## src/design/phs_pkg.sv

```systemverilog
`timescale 1ns / 1ps

package phs_pkg;

  localparam int unsigned ID_W   = 39;
  localparam int unsigned ID_LSB = 24;
  localparam int unsigned CFG_INDEX_W = 2;

  localparam logic [63:0] GOLDEN = 64'h9e3779b97f4a7c15;
  localparam logic [63:0] MIX1   = 64'hbf58476d1ce4e5b9;
  localparam logic [63:0] MIX2   = 64'h94d049bb133111eb;

  localparam int unsigned SHIFT1 = 30;
  localparam int unsigned SHIFT2 = 27;
  localparam int unsigned SHIFT3 = 31;

  localparam logic [CFG_INDEX_W-1:0] CFG_EXPANDED_IDS   = 2'd0;
  localparam logic [CFG_INDEX_W-1:0] CFG_SAMPLE_ENABLE  = 2'd1;
  localparam logic [CFG_INDEX_W-1:0] CFG_KEEP_THRESHOLD = 2'd2;
  localparam logic [CFG_INDEX_W-1:0] CFG_HASH_SEED      = 2'd3;

  typedef struct packed {
    logic        expanded_ids;
    logic        sample_enable;
    logic [63:0] keep_threshold;
    logic [63:0] hash_seed;
  } cfg_t;

  typedef struct packed {
    logic            id_valid;
    logic [ID_W-1:0] particle_id;
  } side_t;

endpackage

```

## src/design/phs_decode.sv

```systemverilog
`timescale 1ns / 1ps

module phs_decode (
  input  logic               clk,
  input  logic               rst_n,
  input  logic               vld_i,
  input  logic signed [31:0] first_word,
  input  logic signed [31:0] second_word,
  input  phs_pkg::cfg_t      cfg,
  output logic               vld_o,
  output phs_pkg::side_t     side_o,
  output logic [63:0]        v_o
);

  logic                     vld_r;
  phs_pkg::side_t           side_r;
  phs_pkg::side_t           side_nxt;
  logic [63:0]              v_r;
  logic [63:0]              v_nxt;
  logic [63:0]              packed_w;

  always_comb begin
    packed_w = {first_word, second_word};
    side_nxt.id_valid    = 1'b0;
    side_nxt.particle_id = '0;
    if (!cfg.expanded_ids) begin
      side_nxt.id_valid = !first_word[31] && (first_word != 32'sd0);
      if (side_nxt.id_valid) begin
        side_nxt.particle_id = {{(phs_pkg::ID_W-32){1'b0}}, first_word};
      end
    end else begin
      side_nxt.id_valid = packed_w[63];
      if (side_nxt.id_valid) begin
        side_nxt.particle_id = packed_w[phs_pkg::ID_LSB +: phs_pkg::ID_W];
      end
    end
    v_nxt = ({{(64-phs_pkg::ID_W){1'b0}}, side_nxt.particle_id} ^ cfg.hash_seed)
            + phs_pkg::GOLDEN;
  end

  always_ff @(posedge clk) begin
    if (!rst_n) begin
      vld_r <= 1'b0;
    end else begin
      vld_r <= vld_i;
    end
    side_r <= side_nxt;
    v_r    <= v_nxt;
  end

  assign vld_o  = vld_r;
  assign side_o = side_r;
  assign v_o    = v_r;

endmodule

```

## config.mk

```make
export PLATFORM = sky130hd
export DESIGN_NAME = phs_decode
export DESIGN_NICKNAME = d
export VERILOG_FILES = /design/src/design/phs_pkg.sv /design/src/design/phs_decode.sv
export SDC_FILE = /design/constraint.sdc
export NUM_CORES = 1
export LEC_CHECK = 0
export BUFFER_PORTS_ARGS = -buffer_cell sky130_fd_sc_hd__clkbuf_2
export CORE_AREA = 2 2 117 119
export DETAILED_ROUTE_END_ITERATION = 10
export DIE_AREA = 0 0 119 121
export PLACE_DENSITY = 0.74
export REMOVE_ABC_BUFFERS = 1
export SYNTH_ARGS = -nofsm -noshare
export SYNTH_HDL_FRONTEND = slang
export SYNTH_SLANG_ARGS = --single-unit
```

## constraint.sdc

```tcl
create_clock -name clk -period 3.7 [get_ports clk]
set_input_delay 0.37 -clock clk [delete_from_list [all_inputs] [get_ports clk]]
set_output_delay 0.37 -clock clk [all_outputs]
set_load 0.05 [all_outputs]
```

==> impl_metrics.env <==
export IMPL_outcome="finished clean"
export IMPL_start_util_pct=40.5
export IMPL_track_usage_pct=22.6
export IMPL_yosysWarnings=0
export IMPL_path_depth=12
export IMPL_tns_ns=0
export IMPL_ctsResizeCount=0
export IMPL_root_buffer="clkbuf_16"
export IMPL_cp_required_ns=3.91
export IMPL_cp_start_kind="input pin"
export IMPL_ys_ff_latch=105
export IMPL_num_io_pins=302
export IMPL_synth_seq_area_share_pct=39.7
export IMPL_crit_family="compound AO/OA/AOI/OAI gates"
export IMPL_cts_tree="yes"
export IMPL_hold_violations=0
export IMPL_pwr_share_seq_pct=39.1
export IMPL_synth_top_cells_by_area="dfxtp_1 40%, xnor2_1 7.9%, xor2_1 5.3%, nand2_1 4.2%, nor2_1 3.2%"
export IMPL_ctsHoldBuffers=0
export IMPL_worstMarginPinSlew_ns=0.665
export IMPL_final_util_pct=52.4
export IMPL_num_rows=42
export IMPL_die_h_um=121
export IMPL_first_pass_iters=5
export IMPL_clock_path_buffers=2
export IMPL_cellPowerDensity_nw_per_um2=491
export IMPL_antenna_found_initial=1
export IMPL_crit_chain="clkbuf_2, or3b_2, and3b_1, nor2_1, ha_1, o2111a_1, and2_1, nor3b_1, o31ai_1, a31oi_1, o41ai_1, xor2_1"
export IMPL_die_area_um2=14400
export IMPL_grt_busiest_layer="met2"
export IMPL_power_leakage_nw=3.17
export IMPL_grtUsageMet1_pct=30.8
export IMPL_slowest_stage="or3b_2"
export IMPL_cp_slowest_stage_delay_ns=0.57
export IMPL_switchingPower_mw=1.30
export IMPL_coreArea_um2=13100
export IMPL_globalRouteOverflowTotal=0
export IMPL_dieWidth_um=119
export IMPL_diodes=0
export IMPL_drive_above_1_share_pct=34.4
export IMPL_switching_share_pct=38.6
export IMPL_p_clk_share_pct=25.6
export IMPL_dominantRegCellSynth="dfxtp_1"
export IMPL_cts_sinks=105
export IMPL_use_met3_pct=7.00
export IMPL_cts_buffers=9
export IMPL_yosysUniqueCellTypes=77
export IMPL_finalSetupViolCount=0
export IMPL_dp_hpwl_mm=13.2
export IMPL_htreeDepth=3
export IMPL_whs_ns=0.217
export IMPL_synthTopCellsByCount="105 x dfxtp_1, 59 x nand2_1, 48 x xnor2_1, 45 x nor2_1, 32 x xor2_1"
export IMPL_rsz0062_at_grt="no"
export IMPL_period_share_pct=89.4
export IMPL_ant_nets=0
export IMPL_routedWlPerCell_um=16.3
export IMPL_synth_top_area_share_pct=39.7
export IMPL_crit_arrival_ns=3.52
export IMPL_endpoint_kind="flop"
export IMPL_drc=0
export IMPL_fmax_mhz=302
export IMPL_synth_edf_count=0
export IMPL_period_needed_ns=3.31
export IMPL_synth_most_common_cell="dfxtp_1"
export IMPL_first_iter_violations=251
export IMPL_avgSynthCellArea_um2=9.01
export IMPL_routed_wl_mm=16.2
export IMPL_vias=5065
export IMPL_critPathKind="input pin to flop"
export IMPL_grt_max_degree=20
export IMPL_slew_headroom_pct=55.3
export IMPL_clkTransAtPathRegs_ns=0.06
export IMPL_peakVddDrop_uv=256
export IMPL_use_met2_pct=33.3
export IMPL_critical_path_max_fanout=19
export IMPL_crit_buf_inv=1
export IMPL_syn_to_final_growth_pct=29.3
export IMPL_syn_inst=588
export IMPL_synth_top_area_cell="dfxtp_1"
export IMPL_slew_viol_final=0
export IMPL_startpoint="first_word[31]"
export IMPL_drv_cap=0
export IMPL_grt_pass1_vias=4856
export IMPL_synth_area_um2=5300
export IMPL_p_int_mw=2.06
export IMPL_portBuffers=212
export IMPL_final_net_count=1012
export IMPL_p_comb_share_pct=35.3
export IMPL_hold_path_class="input pin to flop"
export IMPL_async_reset_ff_share_pct=0
export IMPL_grt_pass1_wl_mm=25.3
export IMPL_gp_congestion=0.939
export IMPL_routed_via_density=5.10
export IMPL_crit_end="v_o[62]"
export IMPL_cts_setup_buffers=0
## power groups by stage
stage	Clock [mW]	Sequential (mW)	Combinational (mW)
3_3_place_gp	0	1.33	1.18
3_5_place_dp	0	1.34	1.18
4_1_cts	0.890	1.31	1.19
6_report	0.861	1.31	1.19
2_1_floorplan	0	1.83	0.332
5_1_grt	0.935	1.32	1.26
## flip-flops by register name, summed over array words and instances, names as in the netlist
name	flops
v_o	64
side_o	40
vld_o	1
## cells by family after synthesis
family                     Yosys count  synth area share [%]
and+or+nand+nor                    240                  25.0
AOI/OAI and AO/OA                  131                  18.3
DFF                                105                  39.7
xor gates and xnor gates            80                  13.2
buffers and inverters               31                  3.59
adders and majority gates            1                 0.236
## per-layer routing
metal  up-vias  part of all wire [%]
li1       2551                     -
met1      2287                    47
met2       201                    42
met3        24                   8.5
met4         2                   2.3
met5         -                 0.080
## through the flow
| step | instances | worst slack [ns] | area [um2] | power (mW) |
|---|---|---|---|---|
| after global routing | 994 | 0.149 | 6850 | 3.52 |
| after floorplan | 572 | 0.730 | 5160 | 2.17 |
| after CTS | 994 | 0.459 | 6850 | 3.39 |
| final | 994 | 0.390 | 6850 | 3.36 |
| after detailed placement | 979 | 0.0990 | 6590 | 2.52 |
| after global placement | 979 | 0.129 | 6590 | 2.51 |
## worst min path at each step
| stage | startpoint | slack (ns) | end | cells past startpoint |
|---|---|---|---|---|
| after floorplan | cfg[41] | 0.47 | v_o[41] | 1 |
| after global placement | cfg[63] | 0.58 | v_o[63] | 2 |
| after detailed placement | cfg[63] | 0.57 | v_o[63] | 2 |
| after CTS | cfg[63] | 0.20 | v_o[63] | 2 |
| after global routing | cfg[63] | 0.21 | v_o[63] | 2 |
| final | cfg[63] | 0.22 | v_o[63] | 2 |
## layout by cell type (no fill, tap or decap), drive strengths merged, types with 9 or more instances in the layout
| cell | n |
|---|---|
| clkbuf | 224 |
| dfxtp | 105 |
| nand2 | 59 |
| xnor2 | 48 |
| nor2 | 45 |
| o21ai | 38 |
| xor2 | 32 |
| nand3 | 24 |
| a21oi | 20 |
| buf | 19 |
| inv | 15 |
| nor4 | 14 |
| and3 | 11 |
| or2 | 11 |
| or3 | 10 |
| a22o | 10 |
| and2 | 10 |
| nor3 | 10 |
| nor3b | 10 |
| a21boi | 10 |
| or3b | 10 |
| and3b | 9 |
## layout make-up
type	instances	area, um2
fill	1247	6230
multi-input combinational	452	3010
sequential	105	2100
timing repair buffer	231	1200
clock buffer	12	246
tap	176	220
inverter	15	56.3
clock inverter	3	17.5
Note: power is estimated with default switching activity, not from simulation.
