===== src/design/phs_pkg.sv =====
`timescale 1ns / 1ps

package phs_pkg;

  localparam int unsigned ID_W   = 39;
  localparam int unsigned ID_LSB = 24;
  localparam int unsigned CFG_INDEX_W = 2;

  localparam logic [63:0] GOLDEN = 64'h9e3779b97f4a7c15;
  localparam logic [63:0] MIX1   = 64'hbf58476d1ce4e5b9;
  localparam logic [63:0] MIX2   = 64'h94d049bb133111eb;

  localparam int unsigned SHIFT1 = 30;
  localparam int unsigned SHIFT2 = 27;
  localparam int unsigned SHIFT3 = 31;

  localparam logic [CFG_INDEX_W-1:0] CFG_EXPANDED_IDS   = 2'd0;
  localparam logic [CFG_INDEX_W-1:0] CFG_SAMPLE_ENABLE  = 2'd1;
  localparam logic [CFG_INDEX_W-1:0] CFG_KEEP_THRESHOLD = 2'd2;
  localparam logic [CFG_INDEX_W-1:0] CFG_HASH_SEED      = 2'd3;

  typedef struct packed {
    logic        expanded_ids;
    logic        sample_enable;
    logic [63:0] keep_threshold;
    logic [63:0] hash_seed;
  } cfg_t;

  typedef struct packed {
    logic            id_valid;
    logic [ID_W-1:0] particle_id;
  } side_t;

endpackage


===== src/design/phs_mul64.sv =====
`timescale 1ns / 1ps

module phs_mul64 #(
  parameter int unsigned SHIFT = phs_pkg::SHIFT1,
  parameter logic [63:0] MULT  = phs_pkg::MIX1
) (
  input  logic           clk,
  input  logic           rst_n,
  input  logic           vld_i,
  input  phs_pkg::side_t side_i,
  input  logic [63:0]    v_i,
  output logic           vld_o,
  output phs_pkg::side_t side_o,
  output logic [63:0]    m_o
);

  logic [63:0]    x_nxt;
  logic           vld_a_r, vld_b_r, vld_c_r;
  phs_pkg::side_t side_a_r, side_b_r, side_c_r;
  logic [63:0]    x_a_r;
  logic [31:0]    xlo_b_r;
  logic [63:0]    acc_a_r, acc_b_r, acc_c_r;
  logic [31:0]    cross_hi;
  logic [31:0]    cross_lo;

  always_comb begin
    x_nxt    = v_i ^ (v_i >> SHIFT);
    cross_hi = x_a_r[63:32] * MULT[31:0];
    cross_lo = xlo_b_r * MULT[63:32];
  end

  always_ff @(posedge clk) begin
    if (!rst_n) begin
      vld_a_r <= 1'b0;
      vld_b_r <= 1'b0;
      vld_c_r <= 1'b0;
    end else begin
      vld_a_r <= vld_i;
      vld_b_r <= vld_a_r;
      vld_c_r <= vld_b_r;
    end
    side_a_r <= side_i;
    x_a_r    <= x_nxt;
    acc_a_r  <= {32'b0, x_nxt[31:0]} * {32'b0, MULT[31:0]};
    side_b_r <= side_a_r;
    xlo_b_r  <= x_a_r[31:0];
    acc_b_r  <= acc_a_r + {cross_hi, 32'b0};
    side_c_r <= side_b_r;
    acc_c_r  <= acc_b_r + {cross_lo, 32'b0};
  end

  assign vld_o  = vld_c_r;
  assign side_o = side_c_r;
  assign m_o    = acc_c_r;

endmodule


===== config.mk =====
export PLATFORM = sky130hd
export DESIGN_NAME = phs_mul64
export DESIGN_NICKNAME = d
export VERILOG_FILES = /design/src/design/phs_pkg.sv /design/src/design/phs_mul64.sv
export SDC_FILE = /design/constraint.sdc
export NUM_CORES = 2
export LEC_CHECK = 0
export BUFFER_PORTS_ARGS = -buffer_cell sky130_fd_sc_hd__clkbuf_2
export CORE_MARGIN = 2
export CORE_UTILIZATION = 37
export DETAILED_ROUTE_END_ITERATION = 7
export HOLD_SLACK_MARGIN = 0.15
export SLEW_MARGIN = 20
export SYNTH_ARGS = -nofsm -noshare
export SYNTH_HDL_FRONTEND = slang
export SYNTH_SLANG_ARGS = --single-unit

===== constraint.sdc =====
create_clock -name clk -period 10.1 [get_ports clk]
set_input_delay 1.515 -clock clk [delete_from_list [all_inputs] [get_ports clk]]
set_output_delay 1.515 -clock clk [all_outputs]
set_load 0.03 [all_outputs]

==> impl_metrics.toml <==
[outcome]
run_status = "finished clean"

[clocking]
clkTransAtPathRegs_ns = 0.07
cts.sink_count = 402
cts_htree_levels = 2
number_of_buffers_created_by_cts = 48
clk_path_buf_depth = 3
cts_hold_buffers = 0
post_cts_resized = 0
cts_post_setup_buffers_inserted = 0
root_buffer = "sky130_fd_sc_hd__clkbuf_16"
clk-insertion-delay-late_ns = 0.65
cts_tree = "yes"

[place]
gp_congestion = 0.9492
buffer_ports.inserted = 211
post-place-ws_ns = 0.6962
hpwlAfterDp_um = 111100

[sta]
min_period_over_period = 0.8695
fmaxAchievable_ghz = 0.1139
finalClockSkew_ns = 0.02480
timing.hold.ws_ns = 0.3124
number_of_hold_violations_in_the_final_report = 0
setup-violations-final = 0
setup_slack_ns = 1.318
final.min_clock_period_ns = 8.782
tightestPinTransition_ns = 0.8392
fin_setup_tns_ns = 0
rsz_0062_raised_after_global_routing = "no"
final-max-slew-violation-count = 0
timing.max_slew.rel_slack = 0.4398

[floorplan]
die_width_um = 360.1
floorplan.core_area_um2 = 125700
y_dimension_of_the_die_um = 360.1
io-pin-count = 212
fp-row-count = 130
fp.dieArea_um2 = 129600
initial_utilization = 0.3731

[global_routing]
grt_use_total = 0.2008
grt_first_pass_wirelength_um = 195500
grt_start_max_net_pins = 16
grt_overflow = 0
antenna_found_initial = 9
first_global_vias = 32590

[route]
drt_iter0_markers = 1439
post_drt_wl_per_cell_um = 19.98
detailroute.via_count = 30130
route.detailed.drc = 0
route.detailed.vias_per_inst = 4.701
routed_wirelength_um = 128100
final_antenna_net_count = 0
firstDrtPassIters = 5

[min_path]
min_path_type = "register to register"
timing.hold.worst.start = "x_a_r[12]"
hold_end = "xlo_b_r[12]"
hold_path_depth = 0

[yosys]
synth.yosys.seq_area_share = 0.1716
ys_top_cells_by_area = "sky130_fd_sc_hd__fa_1, sky130_fd_sc_hd__ha_1, sky130_fd_sc_hd__dfxtp_1, sky130_fd_sc_hd__inv_1, sky130_fd_sc_hd__xnor2_1"
async_reset_ff_frac = 0
synth_ff_type = "sky130_fd_sc_hd__dfxtp_1"
syn-instance-count = 4425
syn_nets = 6196
syn_area_um2 = 46910
syn_avg_cell_area_um2 = 10.60
synthesis.yosys.warnings = 0
top_cell_type_s_share_of_synthesized_area = 0.3517
post-synth-top-area-cell = "sky130_fd_sc_hd__fa_1"
yosysMostFrequentCell = "sky130_fd_sc_hd__inv_1"
synth_edf_count = 0
synth.ff_latch_count = 402
netlist-cell-type-count = 66
synth_common_cells = "sky130_fd_sc_hd__inv_1, sky130_fd_sc_hd__ha_1, sky130_fd_sc_hd__fa_1, sky130_fd_sc_hd__dfxtp_1, sky130_fd_sc_hd__xnor2_1"

[worst_setup_path]
cp.required_ns = 10.64
critical_path_class = "input port to register"
timing.critical_path.arrival_ns = 9.32
launching_point_of_the_worst_reg2reg_path = "xlo_b_r[6]"
r2r.worst_path.cells = 32
startpoint_type = "input port"
endpoint_kind = "register"
worst_path_max_fanout = 7
r2r-end = "m_o[63]"
reg2reg_setup_slack_ns = 1.33

[layout]
fin_nets = 6489
final_util = 0.4141
post_route_cells_drive_above_1_share = 0.07802
areaGrowthSynthToFinish_pct = 11.01
num-fill-cells = 12220

[flow_run]
cap_violations = 0
layout by cell type (no fill, tap or decap), types with 21 or more instances in the layout:
master,instances
sky130_fd_sc_hd__clkbuf_2,211
sky130_fd_sc_hd__fa_1,824
sky130_fd_sc_hd__o21ai_0,65
sky130_fd_sc_hd__ha_1,840
sky130_fd_sc_hd__xor2_1,79
sky130_fd_sc_hd__a21oi_1,150
sky130_fd_sc_hd__clkbuf_16,48
sky130_fd_sc_hd__nand2b_1,21
sky130_fd_sc_hd__xnor2_1,181
sky130_fd_sc_hd__nand3_1,26
sky130_fd_sc_hd__nor2_1,85
sky130_fd_sc_hd__buf_4,51
sky130_fd_sc_hd__inv_1,1316
sky130_fd_sc_hd__dfxtp_1,402
sky130_fd_sc_hd__nand2_1,56
sky130_fd_sc_hd__a21o_1,77
sky130_fd_sc_hd__o21a_1,33
sky130_fd_sc_hd__o21bai_1,22
layout make-up:
cell class	count	area, um2	area share
sequential	402	8048	0.1546
clock inverter	28	349.1	0.006704
antenna	5	12.51	0.0002403
multi-input combinational	2688	33890	0.6508
clock buffer	59	1333	0.02559
tap	1650	2064	0.03965
timing repair buffer	262	1439	0.02763
inverter	1316	4940	0.09487
worst max path at each step:
stage,slack (ns),cells after the start,start,end
after detailed placement,0.70,27,v_i[40],acc_a_r[54]
after global placement,0.70,27,v_i[40],acc_a_r[54]
final,1.32,27,v_i[40],acc_a_r[45]
after global routing,0.88,30,xlo_b_r[3],m_o[63]
after floorplan,1.79,24,v_i[35],acc_a_r[59]
after CTS,1.28,32,xlo_b_r[6],m_o[63]
layer usage:
layer  up-vias  share of wire  track usage
met5         -        0.00010            0
met4         2          0.029      0.05545
met3       172          0.055      0.03733
met2       683           0.46       0.3271
met1     15060           0.45       0.2725
li1      14220              -            -
flip-flops by register name, indices dropped and copies added, names as in the netlist:
signal and count:
side_o 40, xlo_b_r 29, acc_b_r 64, vld_a_r 1
vld_o 1, acc_a_r 58, m_o 64, side_b_r 40
side_a_r 40, x_a_r 64, vld_b_r 1
stage by stage:
stage	area, um2	std cells
6_report	52070	6410
5_1_grt	52060	6405
4_1_cts	52060	6405
3_5_place_dp	50380	6318
3_3_place_gp	50380	6318
2_1_floorplan	46910	4425
critical path, cell delays in order:
cell and delay (ns):
sky130_fd_sc_hd__clkbuf_2 0.13, sky130_fd_sc_hd__xnor2_1 0.14, sky130_fd_sc_hd__buf_4 0.17, sky130_fd_sc_hd__inv_1 0.43, sky130_fd_sc_hd__ha_1 0.34, sky130_fd_sc_hd__inv_1 0.08
sky130_fd_sc_hd__fa_1 0.51, sky130_fd_sc_hd__fa_1 0.53, sky130_fd_sc_hd__inv_1 0.04, sky130_fd_sc_hd__ha_1 0.26, sky130_fd_sc_hd__inv_1 0.05, sky130_fd_sc_hd__fa_1 0.48
sky130_fd_sc_hd__fa_1 0.52, sky130_fd_sc_hd__fa_1 0.49, sky130_fd_sc_hd__inv_1 0.05, sky130_fd_sc_hd__fa_1 0.44, sky130_fd_sc_hd__ha_1 0.40, sky130_fd_sc_hd__and4_1 0.25
sky130_fd_sc_hd__and2_1 0.30, sky130_fd_sc_hd__nand4_1 0.14, sky130_fd_sc_hd__nor3b_1 0.60, sky130_fd_sc_hd__nor2_1 0.22, sky130_fd_sc_hd__o21ai_1 0.40, sky130_fd_sc_hd__nand4_1 0.20
sky130_fd_sc_hd__a31oi_1 0.23, sky130_fd_sc_hd__a31oi_1 0.15, sky130_fd_sc_hd__xnor2_1 0.25
cells by family (layout without fill, tap and decap cells):
group	after synthesis	after routing	share of synthesized area
AOI/OAI and AO/OA	460	460	0.06458
xor gates and xnor gates	265	265	0.04948
adders and majority gates	1664	1664	0.5757
buffers and inverters	1335	1665	0.1068
DFF	402	402	0.1716
muxes	1	1	0.0002134
other	0	5	0
and+or+nand+nor	298	298	0.03161
Power is left out: the tool's default activity adds up to more than one toggle a clock period on the data nets, which glitch-free logic cannot reach.
