--- config.mk ---
export PLATFORM = sky130hd
export DESIGN_NAME = phs_final
export DESIGN_NICKNAME = d
export VERILOG_FILES = /design/src/design/phs_pkg.sv /design/src/design/phs_final.sv
export SDC_FILE = /design/constraint.sdc
export NUM_CORES = 1
export LEC_CHECK = 0
export BUFFER_PORTS_ARGS = -buffer_cell sky130_fd_sc_hd__buf_2
export CORE_ASPECT_RATIO = 0.7
export CORE_MARGIN = 10
export CORE_UTILIZATION = 39
export CTS_BUF_LIST = sky130_fd_sc_hd__clkbuf_8 sky130_fd_sc_hd__clkbuf_16
export DETAILED_ROUTE_END_ITERATION = 10
export PLACE_DENSITY = 0.86
export REMOVE_ABC_BUFFERS = 1
export SLEW_MARGIN = 0
export SYNTH_ARGS = -nofsm -noshare
export SYNTH_HDL_FRONTEND = slang
export SYNTH_SLANG_ARGS = --single-unit
--- constraint.sdc ---
create_clock -name clk -period 3.8 [get_ports clk]
set_input_delay 0.57 -clock clk [delete_from_list [all_inputs] [get_ports clk]]
set_output_delay 0.57 -clock clk [all_outputs]
set_load 0.02 [all_outputs]
--- src/design/phs_pkg.sv ---
`timescale 1ns / 1ps

package phs_pkg;

  localparam int unsigned ID_W   = 39;
  localparam int unsigned ID_LSB = 24;
  localparam int unsigned CFG_INDEX_W = 2;

  localparam logic [63:0] GOLDEN = 64'h9e3779b97f4a7c15;
  localparam logic [63:0] MIX1   = 64'hbf58476d1ce4e5b9;
  localparam logic [63:0] MIX2   = 64'h94d049bb133111eb;

  localparam int unsigned SHIFT1 = 30;
  localparam int unsigned SHIFT2 = 27;
  localparam int unsigned SHIFT3 = 31;

  localparam logic [CFG_INDEX_W-1:0] CFG_EXPANDED_IDS   = 2'd0;
  localparam logic [CFG_INDEX_W-1:0] CFG_SAMPLE_ENABLE  = 2'd1;
  localparam logic [CFG_INDEX_W-1:0] CFG_KEEP_THRESHOLD = 2'd2;
  localparam logic [CFG_INDEX_W-1:0] CFG_HASH_SEED      = 2'd3;

  typedef struct packed {
    logic        expanded_ids;
    logic        sample_enable;
    logic [63:0] keep_threshold;
    logic [63:0] hash_seed;
  } cfg_t;

  typedef struct packed {
    logic            id_valid;
    logic [ID_W-1:0] particle_id;
  } side_t;

endpackage

--- src/design/phs_final.sv ---
`timescale 1ns / 1ps

module phs_final (
  input  logic                      clk,
  input  logic                      rst_n,
  input  logic                      vld_i,
  input  phs_pkg::side_t            side_i,
  input  logic [63:0]               m_i,
  input  phs_pkg::cfg_t             cfg,
  output logic                      out_valid,
  output logic                      out_id_valid,
  output logic                      out_keep,
  output logic [phs_pkg::ID_W-1:0]  out_particle_id
);

  logic [63:0]             hash;
  logic                    keep_nxt;
  logic                    vld_r;
  logic                    id_valid_r;
  logic                    keep_r;
  logic [phs_pkg::ID_W-1:0] id_r;

  always_comb begin
    hash     = m_i ^ (m_i >> phs_pkg::SHIFT3);
    keep_nxt = side_i.id_valid && cfg.sample_enable && (hash <= cfg.keep_threshold);
  end

  always_ff @(posedge clk) begin
    if (!rst_n) begin
      vld_r <= 1'b0;
    end else begin
      vld_r <= vld_i;
    end
    id_valid_r <= side_i.id_valid;
    keep_r     <= keep_nxt;
    id_r       <= side_i.particle_id;
  end

  assign out_valid       = vld_r;
  assign out_id_valid    = id_valid_r;
  assign out_keep        = keep_r;
  assign out_particle_id = id_r;

  a_keep_needs_id: assert property (@(posedge clk) disable iff (!rst_n)
    out_valid && out_keep |-> out_id_valid)
    else $error("Kept word without a valid id.");

  a_invalid_zero: assert property (@(posedge clk) disable iff (!rst_n)
    out_valid && !out_id_valid |-> (out_particle_id == '0) && !out_keep)
    else $error("Invalid id word carries a nonzero id or keep.");

  a_strobe_follows: assert property (@(posedge clk)
    rst_n && $past(rst_n) |-> out_valid == $past(vld_i))
    else $error("Result strobe lost or invented in the last stage.");

endmodule

==> reports/results.tsv, run 1 <==
metric	value	unit
die-height	90.9	µm
fp-row-count	25	
final_max_slew_viol_count	0	
p_comb_frac	0.327	
grt_pass1_wl	15400	µm
cts_tree	done	
crit_type	input port to register	
routed-via-count	2896	
fmax	412	MHz
crit_arrival	2.64	ns
drt_iter0_drc	77	
drt_wl_total	10100	µm
cts_setup_buffers	0	
finish.utilization	0.595	
synth_most_common_cell	ha_1	
synth_cells	301	
hold_path_depth	1	
swShare	0.318	
hold_end	out_particle_id[12]	
cts_buffers	5	
power	1.13	mW
period_needed	2.43	ns
met2_usage	0.319	
drv_cap	0	
use_met1	0.172	
io-pin-count	279	
p_seq_frac	0.414	
p_leak	2.46	nW
start_util	0.409	
p_switching	0.360	mW
peakVddDrop	0.000188	V
n_fill_cell	600	
slew_headroom	0.577	
worst_pin_slew	0.619	ns
avgViaCountPerCell	4.70	
clk_pin_slew	0.09	ns
setup_viol	0	
htreeDepth	2	
synth_area	2800	µm²
gp_congestion	0.859	
clock-root-buffer	clkbuf_8	
ant_nets	0	
grt.overflow.total	0	
min_from	side_i[12]	
crit_fanout	3	
setup_slack	1.37	ns
powerDensity	278	nW/µm²
synth_area_leaders	dfxtp_1 (30%), ha_1 (29%), xor2_1 (10%)	
clock_sinks	42	
hp-class	input port to register	
ys_async_sr_fraction	0	
hold_violations	0	
synth.top_cell.area_share	0.300	
final_net_count	822	
diodes	0	
drive_gt1_frac	0.435	
post_cts_resized	0	
routedWlPerCell	16.4	µm
internal_power	0.772	mW
grt_max_degree	16	
hold_buffers	0	
cp-end-kind	register	
grt.busiest_layer	met2	
ys_seq_area_frac	0.300	
port_buffers	213	
drc_errors	0	
synth_warnings	0	
synthTopCellsByCount	ha_1 (64), inv_1 (63), dfxtp_1 (42)	
antenna_found_initial	0	
cts.path.max_buffers	2	
avgSynthCellArea	9.30	µm²
fin_crit_sh	0.639	
core-area	6850	µm²
status	completed	
fp.dieW	121	µm
required	4.01	ns
grt_util_all_layers	0.170	
met3_usage	0.0612	
place_hpwl	9400	µm
place_ws	1.07	ns
syn_to_final_growth	45.6	%
cp-start-kind	input port	
synth_top_area_cell	dfxtp_1	
synth_cell_types	35	
synth-main-ff-cell	dfxtp_1	
first_global_vias	3260	
synth_seq_cells	42	
synth_edf_count	0	
setup_tns	0	ns
rsz0062_at_grt	false	
p_clk_frac	0.260	
drtPass1Iterations	4	
design.die.area	11000	µm²
## state kept, by name, summed over array words and instances (netlist names)
| name | cells |
|---|---|
| out_id_valid | 1 |
| out_valid | 1 |
| out_keep | 1 |
| out_particle_id | 39 |
## per-layer routing
metal | wire [µm] | vias up
met3 | 950 | 18
met2 | 5070 | 139
met4 | 208 | 0
li1 | - | 1460
met1 | 3880 | 1279
met5 | 0 | -
## critical path, stage by stage
cell and delay (ns):
buf_2 0.11, ha_1 0.32, nand4_2 0.19, nor4_4 0.35, nand2_2 0.09, or3_1 0.39, or4_1 0.53, o31ai_1 0.08
## placed cells by master, fill, tap and decap left out, types with 2 or more instances in the layout
master,n
xor2_1,32
a221oi_1,2
clkbuf_8,5
or2_1,2
a211oi_1,2
buf_2,213
nand3_1,8
a2111oi_0,2
dfxtp_1,42
inv_1,63
o21ai_1,2
nor2_1,4
nor2b_1,2
a21oi_1,21
nand4_1,11
ha_1,64
a21o_1,10
nand2_1,12
o31ai_1,2
or3_1,2
and4_1,2
## logic make-up after synthesis
kind of cell | count (synthesis) | synth area share
AOI/OAI and AO/OA | 46 | 0.104
xor gates and xnor gates | 33 | 0.103
adders and majority gates | 64 | 0.286
buffers and inverters | 63 | 0.0845
DFF | 42 | 0.300
and+or+nand+nor | 53 | 0.122
## worst max path at each step
stage	from	end	slack [ns]	cells past startpoint
6_report	m_i[61]	out_keep	1.37	8
5_1_grt	m_i[61]	out_keep	1.29	8
4_1_cts	m_i[58]	out_keep	1.37	8
3_5_place_dp	m_i[32]	out_keep	1.07	9
3_3_place_gp	m_i[32]	out_keep	1.09	9
2_1_floorplan	cfg[126]	out_keep	1.36	8
## power groups by stage
stage          Combinational, mW  Clock, mW  Sequential (mW)
2_1_floorplan              0.166          0            0.511
3_3_place_gp               0.349          0            0.478
3_5_place_dp               0.370          0            0.479
4_1_cts                    0.373      0.300            0.469
5_1_grt                    0.416      0.317            0.471
6_report                   0.370      0.294            0.468
## layout make-up
class / count / area [µm²] / share of cell area
Clock buffer: 5 / 68.8 / 0.0169
Clock inverter: 3 / 25.0 / 0.00614
Inverter: 63 / 236 / 0.0580
Multi-Input combinational cell: 196 / 1720 / 0.423
Sequential cell: 42 / 841 / 0.206
Tap cell: 94 / 118 / 0.0288
Timing Repair Buffer: 213 / 1070 / 0.261
## per-stage QoR
step	std cells	instance area (µm²)	hold slack (ns)
floorplan	301	2800	0.598
detailed placement	608	3980	0.674
global placement	608	3980	0.673
global route	616	4080	0.362
finish	616	4080	0.373
CTS	616	4080	0.367
Power figures use the tool's default switching activity.
==> run 2, diff against run 1 <==
--- a/config.mk
+++ b/config.mk
@@ -8,10 +8,10 @@
 export BUFFER_PORTS_ARGS = -buffer_cell sky130_fd_sc_hd__buf_2
 export CORE_ASPECT_RATIO = 0.7
 export CORE_MARGIN = 10
-export CORE_UTILIZATION = 39
+export CORE_UTILIZATION = 33
 export CTS_BUF_LIST = sky130_fd_sc_hd__clkbuf_8 sky130_fd_sc_hd__clkbuf_16
 export DETAILED_ROUTE_END_ITERATION = 10
-export PLACE_DENSITY = 0.86
+export PLACE_DENSITY = 0.78
 export REMOVE_ABC_BUFFERS = 1
 export SLEW_MARGIN = 0
 export SYNTH_ARGS = -nofsm -noshare
==> constraint.sdc (replaced) <==
create_clock -name clk -period 2.2 [get_ports clk]
set_input_delay 0.33 -clock clk [delete_from_list [all_inputs] [get_ports clk]]
set_output_delay 0.33 -clock clk [all_outputs]
set_load 0.02 [all_outputs]
==> run 2 against run 1 <==
Clock power increased by 140%. Via count increased by 4.2%. Sequential cell count unchanged. Wire length increased by 1.0%. Global-route usage decreased by 1.9 points. Critical path depth increased by 1. Utilization decreased by 5.5 points. Design area increased by 11%. Sequential power increased by 73%. Count of clock-buffer cells in the layout unchanged. Non-clock buffer count increased by 40. Setup slack got worse by 1.3 ns.
==> reports/results.tsv, run 2 (same netlist as run 1, synthesis figures left out) <==
metric	value	unit
routedWlPerCell	15.3	µm
n_fill_cell	753	
drt_iter0_drc	49	
largest_reg_flops	39	
grt_max_degree	16	
clk_pin_slew	0.06	ns
antenna_found_initial	0	
die-height	97.1	µm
diodes	0	
crit_fanout	2	
final_max_slew_viol_count	0	
fin_hold_ws	0.152	ns
design.die.area	12600	µm²
io-pin-count	279	
port_buffers	213	
peakVddDrop	0.000253	V
crit_arrival	2.28	ns
status	completed	
hold_buffers	0	
cp-start-kind	input port	
cts.path.max_buffers	2	
cts_buffers	5	
critPathMaxStageDelay	0.43	ns
slew_headroom	0.725	
cts_tree	done	
core-area	8370	µm²
fp.dieW	130	µm
final_common_cell	buf_2	
power	2.24	mW
rsz0062_at_grt	false	
slowest_stage	or4_4	
setup_viol	0	
avgViaCountPerCell	4.53	
period_needed	2.09	ns
required	2.39	ns
start_util	0.334	
final_net_count	862	
drc_errors	0	
hold_violations	0	
first_global_vias	3425	
drtPass1Iterations	4	
clock_sinks	42	
drt_wl_total	10200	µm
path_cells	clkbuf_4 > xor2_1 > ha_1 > nand4_1 > or2_1 > nand3b_1 > or3_4 > or4_4 > o31ai_4	
syn_to_final_growth	61.6	%
grt_util_all_layers	0.150	
place_inst	657	
layout.cells.non_filler	667	
cp-end-kind	register	
ant_nets	0	
placed_area	4280	µm²
worst_pin_slew	0.402	ns
hp-class	input port to register	
drv_cap	0	
final_cell_mix	buf_2 (212), inv_1 (63), ha_1 (61), dfxtp_1 (42), buf_4 (40)	
routed-via-count	3019	
clock-root-buffer	clkbuf_16	
fin_crit_sh	0.951	
place_hpwl	9580	µm
powerDensity	496	nW/µm²
htreeDepth	2	
crit_type	input port to register	
grt.overflow.total	0	
p_leak	2.68	nW
stdcell_area	4520	µm²
gp_congestion	0.846	
drive_gt1_frac	0.488	
grt_pass1_wl	15700	µm
fp-row-count	28	
fmax	478	MHz
==> run 2: metrics by stage <==
step | setup WS (ns) | setup TNS, ns | utilization
4_1_cts | 0.00475 | 0 | 0.532
3_5_place_dp | -0.378 | -0.378 | 0.512
3_3_place_gp | -0.334 | -0.334 | 0.512
2_1_floorplan | -0.00472 | -0.00472 | -
6_report | 0.109 | 0 | 0.540
5_1_grt | 0.00475 | 0 | 0.540
==> run 2: worst max-delay path: cells and delay by family <==
family	cells	cell delay, ns
AOI/OAI and AO/OA	1	0.07
adders and majority gates	1	0.27
buffers and inverters	1	0.14
and+or+nand+nor	5	1.32
xor gates and xnor gates	1	0.14
==> run 2: final cells by class <==
cell class / instances / area (µm²) / area share
Clock buffer: 5 / 125 / 0.0277
Clock inverter: 3 / 23.8 / 0.00525
Inverter: 63 / 236 / 0.0523
Multi-Input combinational cell: 196 / 1800 / 0.397
Sequential cell: 42 / 841 / 0.186
Tap cell: 105 / 131 / 0.0290
Timing Repair Buffer: 253 / 1370 / 0.303
==> run 2: per-layer routing <==
layer | track usage | wire [µm]
met1 | 0.158 | 3950
met2 | 0.289 | 5280
met3 | 0.0403 | 872
met4 | 0.0284 | 107
met5 | 0 | 0
==> run 2: power by group <==
group	leakage (nW)	internal, mW	switching, mW
Sequential	0.354	0.802	0.00929
Combinational	2.26	0.371	0.355
Clock	0.0664	0.423	0.282
Total	2.68	1.60	0.646
==> run 2: timing repair <==
action | 4_1_cts | 5_1_grt
setup endpoints to repair | 1 | 1
pin swaps | 4 | 6
gates cloned | 0 | 0
resized for setup | 3 | 8
setup buffers | 1 | 1
==> run 2: final timing paths <==
path                   start                  end  slack (ns)  cells after the start
setup / recovery     m_i[63]             out_keep        0.11                      9
hold / removal    side_i[38]  out_particle_id[38]        0.15                      1
